File: config.mk
export PLATFORM = sky130hd
export DESIGN_NAME = bcm_cfg_regs
export DESIGN_NICKNAME = d
export VERILOG_FILES = /design/src/rtl/bcm_pkg.sv /design/src/rtl/bcm_cfg_regs.sv
export SDC_FILE = /design/constraint.sdc
export NUM_CORES = 1
export LEC_CHECK = 0
export BUFFER_PORTS_ARGS = -buffer_cell sky130_fd_sc_hd__buf_2
export CORE_ASPECT_RATIO = 1.75
export CORE_MARGIN = 10
export CORE_UTILIZATION = 37
export CTS_CLUSTER_DIAMETER = 50
export DETAILED_ROUTE_END_ITERATION = 12
export GPL_TIMING_DRIVEN = 0
export PLACE_DENSITY_LB_ADDON = 0.3
export SYNTH_ARGS = -nofsm -noshare
export SYNTH_HDL_FRONTEND = slang
export SYNTH_SLANG_ARGS = --single-unit
File: constraint.sdc
create_clock -name i_clk -period 1.55 [get_ports i_clk]
set_clock_uncertainty 0.05 [all_clocks]
set_input_delay 0.0775 -clock i_clk [delete_from_list [all_inputs] [get_ports i_clk]]
set_output_delay 0.0775 -clock i_clk [all_outputs]
set_load 0.02 [all_outputs]
File: src/rtl/bcm_pkg.sv
package bcm_pkg;

    localparam int CFG_IDX_W  = 3;
    localparam int CFG_DATA_W = 16;

    typedef enum logic [CFG_IDX_W-1:0] {
        CFG_SCALE,
        CFG_CONN_ENTER,
        CFG_DISC_EXIT,
        CFG_LOW_ENTER,
        CFG_LOW_EXIT,
        CFG_UNBAL_ENTER,
        CFG_UNBAL_EXIT
    } t_cfg_idx;

    typedef enum logic [1:0] {
        ST_SAFE,
        ST_DISC,
        ST_LOW,
        ST_UNBAL
    } t_cell_st;

    typedef struct packed {
        logic [15:0] scale;
        logic [9:0]  conn_enter;
        logic [9:0]  disc_exit;
        logic [14:0] low_enter;
        logic [14:0] low_exit;
        logic [14:0] unbal_enter;
        logic [14:0] unbal_exit;
    } t_cfg;

    localparam logic [15:0] RST_SCALE       = 16'd1250;
    localparam logic [9:0]  RST_CONN_ENTER  = 10'd100;
    localparam logic [9:0]  RST_DISC_EXIT   = 10'd120;
    localparam logic [14:0] RST_LOW_ENTER   = 15'd3300;
    localparam logic [14:0] RST_LOW_EXIT    = 15'd3500;
    localparam logic [14:0] RST_UNBAL_ENTER = 15'd500;
    localparam logic [14:0] RST_UNBAL_EXIT  = 15'd300;

endpackage

File: src/rtl/bcm_cfg_regs.sv
module bcm_cfg_regs import bcm_pkg::*; (
    input  logic                  i_clk,
    input  logic                  i_rst_n,
    input  logic                  i_we,
    input  logic [CFG_IDX_W-1:0]  i_idx,
    input  logic [CFG_DATA_W-1:0] i_data,
    output t_cfg                  o_cfg
);

    t_cfg r_cfg;

    always_ff @(posedge i_clk) begin
        if (!i_rst_n) begin
            r_cfg.scale       <= RST_SCALE;
            r_cfg.conn_enter  <= RST_CONN_ENTER;
            r_cfg.disc_exit   <= RST_DISC_EXIT;
            r_cfg.low_enter   <= RST_LOW_ENTER;
            r_cfg.low_exit    <= RST_LOW_EXIT;
            r_cfg.unbal_enter <= RST_UNBAL_ENTER;
            r_cfg.unbal_exit  <= RST_UNBAL_EXIT;
        end else if (i_we) begin
            case (t_cfg_idx'(i_idx))
                CFG_SCALE:       r_cfg.scale       <= i_data;
                CFG_CONN_ENTER:  r_cfg.conn_enter  <= i_data[9:0];
                CFG_DISC_EXIT:   r_cfg.disc_exit   <= i_data[9:0];
                CFG_LOW_ENTER:   r_cfg.low_enter   <= i_data[14:0];
                CFG_LOW_EXIT:    r_cfg.low_exit    <= i_data[14:0];
                CFG_UNBAL_ENTER: r_cfg.unbal_enter <= i_data[14:0];
                CFG_UNBAL_EXIT:  r_cfg.unbal_exit  <= i_data[14:0];
                default: ;
            endcase
        end
    end

    assign o_cfg = r_cfg;

endmodule

==> metrics.md <==
| Metric | Value |
|---|---|
| Outcome | `complete, no violations` |
| Die Y | `~150 µm` |
| Routed vias | `around 2,900` |
| Nets | `503` |
| Synth Instances | `between 300 and 400` |
| Ratio of cells with drive above 1 in the final layout | `between 20% and 30%` |
| Share of the cycle needed by the critical path after routing | `between 70% and 80%` |
| Crit-path max FO | `10` |
| Site Rows | `between 40 and 50` |
| Count of final setup violators | `0` |
| Max-cap violations | `0` |
| GP Congestion | `0.766` |
| Pwr dens | `1050 mW/mm²` |
| # fillers | `933` |
| Largest net degree at the start of global routing | `15` |
| Fin. Hold Viols | `0` |
| Largest register FFs | `96` |
| Critical Path End Type | `flop` |
| Worst Hold Class | `input port to flop` |
| Vias in the first global route | `approximately 3,100` |
| Critical path class | `input port to flop` |
| Starting Density | `a little under two fifths` |
| Mapped Nets | `roughly 370` |
| DP Wirelength | `8.58 mm` |
| Core area | `between 0.009 and 0.01 mm²` |
| Die ar. | `between 0.01 and 0.015 mm²` |
| WL final | `~11 mm` |
| Reg clk slew, reported paths | `approximately 0.060 ns` |
| First-pass GRT wire length | `between 15 and 20 mm` |
| Distinct cells, synth | `15` |
| EDFF count, synth | `0` |
| Post-synth top area cell | `dfxtp_1` |
| Final Max Tran Viols | `0` |
| Peak VDD IR | `between 0.0005 and 0.0006 V` |
| Final worst slack | `roughly 0.35 ns` |
| Post-cts hold buffer count | `8` |
| Area share of the leading cell type in the synthesized netlist | `a little over half` |
| Startpoint types | `input port` |
| Clk buf depth | `2` |
| WL/cell | `18.5 µm` |
| Power, Total | `about 5.0 mW` |
| Critical Path RT | `between 1.5 and 2 ns` |
| Inserted Diodes | `0` |
| H-tree depth | `3` |
| Synthesis-to-layout area growth | `28.7%` |
| Tightest Pin Transition | `0.703 ns` |
| Asr flop ratio synth | `0%` |
| Mapped Avg Cell Area | `10.5 µm²` |
| 1st-iter DRT viols | `97` |
| Tot GR Track Use | `between 10% and 20%` |
| Die W | `around 96 µm` |
| Mapped cell area | `0.00369 mm²` |
| Port Buffers | `around 110` |
| Syn. warnings | `0` |
| Max frequency | `about 830 MHz` |
| Synth area leaders | `dfxtp_1 (52%), mux2i_1 (26%), nand2_1 (7.7%), nor2b_1 (7.6%), clkbuf_1 (1.6%)` |
| Via density | `4.70` |
| Most used DFF post-synth | `dfxtp_1` |
| CTS tree | `built` |
| WHS | `roughly 0.022 ns` |
| Post-route ant nets | `0` |
| GR Overflow Total | `0` |
| Clk_lat worst skew | `between 0.3 and 0.4 ns` |
| Root Driver | `clkbuf_16` |
| Io pins | `118` |
| Max-Slew Margin vs Limit | `between 50% and 60%` |
| Inserted Clock Buffers | `9` |
| #FFs+latches synth | `96` |
| Post-CTS Setup Inserts | `0` |
| Static leakage | `around 2.4 nW` |
| Area after DPL | `0.00441 mm²` |
| Final cell area excluding filler cells | `around 0.0048 mm²` |
| PostCTS Resize Cnt | `0` |
| Register area share after synthesis | `52.1%` |
| Pre-antenna DRT Iters | `4` |
| Antenna violations before repair | `0` |
| RSZ-0062 raised after global routing | `false` |
| Arrival time at the worst endpoint | `roughly 1.4 ns` |
| Detailed-route DRC error count | `0` |
| Synth cell count leaders | `dfxtp_1 (96), mux2i_1 (96), nand2_1 (76)` |
| Final Critical Period | `roughly 1.2 ns` |
| Clock sink count | `96` |
| Pre-CTS setup slack | `-0.0601 ns` |
[area by class of cell]
cell class / count / area (µm²) / share of cell area, %
Multi-Input combinational cell: 227 / 1630 / 34.4
Sequential cell: 96 / 1920 / 40.5
Buffer: 27 / 136 / 2.87
Clock inverter: 3 / 20.0 / 0.421
Clock buffer: 11 / 243 / 5.11
Tap cell: 125 / 156 / 3.29
Timing Repair Buffer: 120 / 641 / 13.5
[kinds of logic (layout without fill, tap and decap cells)]
| kind of cell | Yosys count | count (layout) | share of synthesized area (%) |
|---|---|---|---|
| DFF | 96 | 96 | 52.1 |
| and+or+nand+nor | 131 | 131 | 18.2 |
| buffers and inverters | 27 | 161 | 3.69 |
| muxes | 96 | 96 | 26.0 |
[power by group]
part | switching (mW) | internal (mW)
Sequential | 0.0265 | 2.52
Combinational | 0.276 | 0.165
Clock | 0.908 | 1.11
[final timing paths]
| path | from | endpoint | slack (ns) | depth (start not counted) |
|---|---|---|---|---|
| setup / recovery | i_rst_n | o_cfg[71] | 0.35 | 4 |
| hold reg to reg | o_cfg[59] | o_cfg[59] | 0.41 | 2 |
| setup reg to reg | o_cfg[75] | o_cfg[75] | 0.84 | 2 |
| hold / removal | i_data[7] | o_cfg[7] | 0.02 | 3 |
[routing by layer]
metal,share of wire (%),up-vias,global-route usage [%]
met3,6.2,13,5.23
met2,54,67,28.3
li1,-,1418,-
met1,38,1364,16.3
met5,0,-,0
met4,1.9,0,5.65
[metrics by stage]
| stage | util, % | instances | TNS [ns] |
|---|---|---|---|
| after floorplan | - | 350 | 0 |
| after global placement | 45.0 | 587 | -0.120 |
| after detailed placement | 45.0 | 587 | -0.478 |
| after CTS | 48.5 | 609 | 0 |
| after global routing | 48.5 | 609 | 0 |
| final | 48.5 | 609 | 0 |
[worst max-delay path, cell delays in order]
cell      delay [ns]
clkbuf_1        0.27
clkbuf_1        0.55
nand2_1         0.32
mux2i_1         0.21
[layout by cell type, fill, tap and decap left out, types with 2 or more instances in the layout]
cell type and n:
nand4bb_1 2, clkbuf_1 17, mux2i_1 96, nor4bb_1 2, nand4b_1 3, clkbuf_16 9
dfxtp_1 96, buf_2 119, buf_6 2, nor2b_1 45, nand2_1 76, clkinvlp_4 2
dlygate4sd3_1 8
Power figures use the tool's default switching activity.
