File: config.mk
export PLATFORM = sky130hd
export DESIGN_NAME = bcm_cell
export DESIGN_NICKNAME = d
export VERILOG_FILES = /design/src/rtl/bcm_pkg.sv /design/src/rtl/bcm_cell.sv
export SDC_FILE = /design/constraint.sdc
export NUM_CORES = 1
export LEC_CHECK = 0
export BUFFER_PORTS_ARGS = -buffer_cell sky130_fd_sc_hd__buf_2
export CAP_MARGIN = 5
export CORE_ASPECT_RATIO = 1.2
export CORE_MARGIN = 2
export CORE_UTILIZATION = 45
export CTS_CLUSTER_SIZE = 12
export DETAILED_ROUTE_END_ITERATION = 12
export GPL_ROUTABILITY_DRIVEN = 1
export GPL_TIMING_DRIVEN = 0
export PLACE_DENSITY_LB_ADDON = 0.08
export SLEW_MARGIN = 15
export SYNTH_ARGS = -nofsm -noshare
export SYNTH_HDL_FRONTEND = slang
export SYNTH_SLANG_ARGS = --single-unit
File: constraint.sdc
create_clock -name i_clk -period 12.96 [get_ports i_clk]
set_input_delay 1.296 -clock i_clk [delete_from_list [all_inputs] [get_ports i_clk]]
set_output_delay 1.296 -clock i_clk [all_outputs]
set_load 0.005 [all_outputs]
File: src/rtl/bcm_pkg.sv
package bcm_pkg;

    localparam int CFG_IDX_W  = 3;
    localparam int CFG_DATA_W = 16;

    typedef enum logic [CFG_IDX_W-1:0] {
        CFG_SCALE,
        CFG_CONN_ENTER,
        CFG_DISC_EXIT,
        CFG_LOW_ENTER,
        CFG_LOW_EXIT,
        CFG_UNBAL_ENTER,
        CFG_UNBAL_EXIT
    } t_cfg_idx;

    typedef enum logic [1:0] {
        ST_SAFE,
        ST_DISC,
        ST_LOW,
        ST_UNBAL
    } t_cell_st;

    typedef struct packed {
        logic [15:0] scale;
        logic [9:0]  conn_enter;
        logic [9:0]  disc_exit;
        logic [14:0] low_enter;
        logic [14:0] low_exit;
        logic [14:0] unbal_enter;
        logic [14:0] unbal_exit;
    } t_cfg;

    localparam logic [15:0] RST_SCALE       = 16'd1250;
    localparam logic [9:0]  RST_CONN_ENTER  = 10'd100;
    localparam logic [9:0]  RST_DISC_EXIT   = 10'd120;
    localparam logic [14:0] RST_LOW_ENTER   = 15'd3300;
    localparam logic [14:0] RST_LOW_EXIT    = 15'd3500;
    localparam logic [14:0] RST_UNBAL_ENTER = 15'd500;
    localparam logic [14:0] RST_UNBAL_EXIT  = 15'd300;

endpackage

File: src/rtl/bcm_cell.sv
module bcm_cell import bcm_pkg::*; #(
    parameter int ADC_BITS = 10
) (
    input  logic               i_clk,
    input  logic               i_rst_n,
    input  logic               i_load,
    input  logic [ADC_BITS-1:0] i_raw,
    input  logic signed [15:0] i_mv,
    input  logic signed [15:0] i_mv_nxt,
    input  t_cfg               i_cfg,
    output t_cell_st           o_state
);

    localparam int R_W = (ADC_BITS > 10) ? ADC_BITS : 10;

    t_cell_st              r_state;
    t_cell_st              n_state;
    t_cell_st              eval_st;
    logic signed [16:0]    mv17;
    logic signed [16:0]    d;
    logic [16:0]           diff;
    logic                  redo;

    always_ff @(posedge i_clk) begin
        if (!i_rst_n) begin
            r_state <= ST_SAFE;
        end else if (i_load) begin
            r_state <= n_state;
        end
    end

    always_comb begin
        mv17 = {i_mv[15], i_mv};
        d    = mv17 - {i_mv_nxt[15], i_mv_nxt};
        diff = d[16] ? 17'(-d) : 17'(d);

        if (R_W'(i_raw) < R_W'(i_cfg.conn_enter)) begin
            eval_st = ST_DISC;
        end else if (mv17 < $signed({2'b00, i_cfg.low_enter})) begin
            eval_st = ST_LOW;
        end else if (diff > {2'b00, i_cfg.unbal_enter}) begin
            eval_st = ST_UNBAL;
        end else begin
            eval_st = ST_SAFE;
        end

        case (r_state)
            ST_SAFE:  redo = 1'b1;
            ST_DISC:  redo = R_W'(i_raw) > R_W'(i_cfg.disc_exit);
            ST_LOW:   redo = mv17 > $signed({2'b00, i_cfg.low_exit});
            ST_UNBAL: redo = diff < {2'b00, i_cfg.unbal_exit};
            default:  redo = 1'b1;
        endcase

        n_state = redo ? eval_st : r_state;
    end

    assign o_state = r_state;

endmodule

==> metrics.md <==
| Metric | Value |
|---|---|
| Worst slew pin tran | 1064 ps |
| Final Hold Viols | 0 |
| Die Wd | 82.88 um |
| Placed Cells | 678 |
| CTS max path bufs | 2 |
| Clk Tree Root Cell | clkbuf_8 |
| Die H | 98.65 um |
| Post-DP HPWL | 7.367 mm |
| Power per cell area | 57.52 nW/um2 |
| Worst Setup End Kind | register |
| Initial antenna violation count | 0 |
| Reg-to-reg endpoint | o_state[1] |
| First element of the critical path | i_mv[0] |
| Top cell type's share of synthesized area | 35.01% |
| Hold Startpoint | o_state[0] |
| Reg clk slew, reported paths | 30 ps |
| Syn avg cell area | 7.272 um2 |
| CTS HTree Levels | 1 |
| Seq/Total Area, Yosys | 1.192% |
| # IOs | 143 |
| Highest cell delay on the worst timing path | 430 ps |
| Synthesized cell area | 3359 um2 |
| Core area | 7232 um2 |
| DRC viols | 0 |
| Worst-Skew Late Latency | 210 ps |
| Die area | 8176 um2 |
| Final period util | 43.63% |
| Hold Path Class | reg2reg |
| Setup TNS | 0 ps |
| # port buffers | 126 |
| EDFF count, synth | 0 |
| Area contributors post-synth | ha_1 (35%), inv_1 (11%), a21o_1 (4.7%), a21oi_1 (4.2%), o21ai_0 (3.7%) |
| Synthesis Warnings | 0 |
| Pleak | 2.475 nW |
| # nets final | 829 |
| Post-synth top cells | inv_1 (96), ha_1 (94), a21oi_1 (28) |
| Setup repair bufs after CTS | 0 |
| Ys async rst share | 0% |
| Row cnt | 34 |
| Post-Syn Instances | 462 |
| Crit-path cells | buf_2 -> inv_1 -> ha_1 -> fa_1 -> and2b_1 -> o31ai_2 -> and3_2 -> a311o_1 -> or3b_4 -> nor4_2 -> a21oi_1 -> xor2_1 -> ha_1 -> nand2_1 -> nor2_1 -> a2111oi_0 -> nor2_1 -> a211oi_1 -> a31o_2 -> nand4bb_1 -> a41o_1 |
| Hold_ws | 594.5 ps |
| #FFs+latches synth | 2 |
| Worst reg-to-reg setup slack | 11450 ps |
| CTS Sinks | 2 |
| Top_reg_cell synth | dfxtp_1 |
| Final ANT Viol Nets | 0 |
| Via density per instance | 5.238 |
| Worst Path Arrival | 5750 ps |
| DR pass1 iterations | 4 |
| Register Area | 40.04 um2 |
| Worst setup margin | 7306 ps |
| Initial Util | 46.45% |
| Crit path max fanout | 5 |
| RSZ-0062 raised after global routing | no |
| GRT Util Overall | 19.84% |
| Outcome | complete, no violations |
| Max FFs per register | 2 |
| CTS tree | built |
| Fmax | 0.1769 GHz |
| GR Overflow Total | 0 |
| Cts bufs inserted | 3 |
| Hold_buf cts | 0 |
| Critical path type | in2reg |
| Count leader, synth | inv_1 |
| Fin cells | 681 |
| WL/cell | 11.99 um |
| Cells on worst reg2reg path | 5 |
| Worst VDD drop | 0.03495 mV |
| Routability Congestion | 0.8637 |
| Share of post-route cells with drive strength above 1 | 24.87% |
| Worst rel slew slack | 27.25% |
| Clock skew | 2.868 ps |
| Max Cap Viol | 0 |
| Hold EP | o_state[0] |
| Iter 0 DRT Violations | 75 |
| WP data required | 13060 ps |
| Hold Path Cell Cnt | 2 |
| Place WS | 7110 ps |
| Area Growth Syn to Fin | 23.35% |
| Post-synth top area cell | ha_1 |
| Post-Route WL | 8.163 mm |
| Critical Path Source Type | input port |
| Number of global-route vias before repair | 3549 |
| Fillers | 769 |
| Setup violators final | 0 |
| Post-Syn Nets | 698 |
| Slowest cell on crit path | or3b_4 |
| Area of the multi-input gates | 2904 um2 |
| Pin count of the biggest net entering global routing | 11 |
| First-pass GRT wire length | 14.23 mm |
| Final min period | 5654 ps |
| Reg2reg start | o_state[1] |
| Post-CTS resize count | 0 |
| Antenna Diode Count | 0 |
| Vias | 3567 |
| Pins Over Slew Limit | 0 |
| Synth cell types | 67 |
==> power breakdown <==
group	internal [mW]	total, mW	switching [mW]	leakage [nW]
Combinational	0.0956	0.206	0.110	2.44
Sequential	0.00700	0.00792	0.000921	0.0165
Clock	0.0196	0.0245	0.00482	0.0216
Total	0.122	0.238	0.116	2.47
==> routing by layer <==
layer	vias up	global-route usage [%]	share of wire (%)
met5	-	0	0
met4	0	5.044	2.0
met3	12	1.843	3.9
met2	77	38.65	51
met1	1566	22.96	43
li1	1912	-	-
==> cell families after synthesis <==
logic type / count (synthesis) / synth area share [%]
AOI/OAI and AO/OA: 142 / 29.72
xor gates and xnor gates: 18 / 4.693
adders and majority gates: 95 / 35.61
buffers and inverters: 103 / 12.37
DFF: 2 / 1.192
muxes: 1 / 0.2980
and+or+nand+nor: 101 / 16.13
==> critical path, delay by kind of cell <==
| kind | cells | cell delay, ps |
|---|---|---|
| AND/OR/NAND/NOR | 8 | 1620 |
| AO/OA/AOI/OAI | 7 | 1540 |
| adder cells (fa/ha/maj) | 3 | 910 |
| XOR/XNOR | 1 | 250 |
| buffers and inverters | 2 | 150 |
==> layout make-up <==
| type | instances | area share, % |
|---|---|---|
| multi-input combinational | 357 | 70.08 |
| timing repair buffer | 126 | 15.22 |
| inverter | 97 | 8.786 |
| tap | 90 | 2.717 |
| buffer | 6 | 1.238 |
| clock buffer | 3 | 0.9964 |
| sequential | 2 | 0.9662 |
==> layout by cell type (no fill, tap or decap), types with 7 or more instances in the layout <==
cell type,n
buf_2,127
nand4_1,9
nand2_1,26
a21o_1,21
o21ai_0,25
ha_1,94
inv_1,96
xnor2_1,11
nor3_1,9
a211oi_1,9
xor2_1,7
a21oi_1,28
o21a_1,12
nor2_1,23
==> how the worst max path moves through the flow <==
stage	slack, ps	end
2_1_floorplan	7580	o_state[1]
3_3_place_gp	7130	o_state[1]
3_5_place_dp	7110	o_state[1]
4_1_cts	7300	o_state[1]
5_1_grt	6910	o_state[1]
6_report	7310	o_state[1]
==> through the flow <==
step | power [mW] | area (um2) | util, %
6_report | 0.2383 | 4144 | 57.30
5_1_grt | 0.2721 | 4144 | 57.30
2_1_floorplan | 0.1570 | 3359 | -
4_1_cts | 0.2412 | 4144 | 57.30
3_5_place_dp | 0.2152 | 4103 | 56.73
3_3_place_gp | 0.2092 | 4103 | 56.73
(Power assumes the default switching activity.)
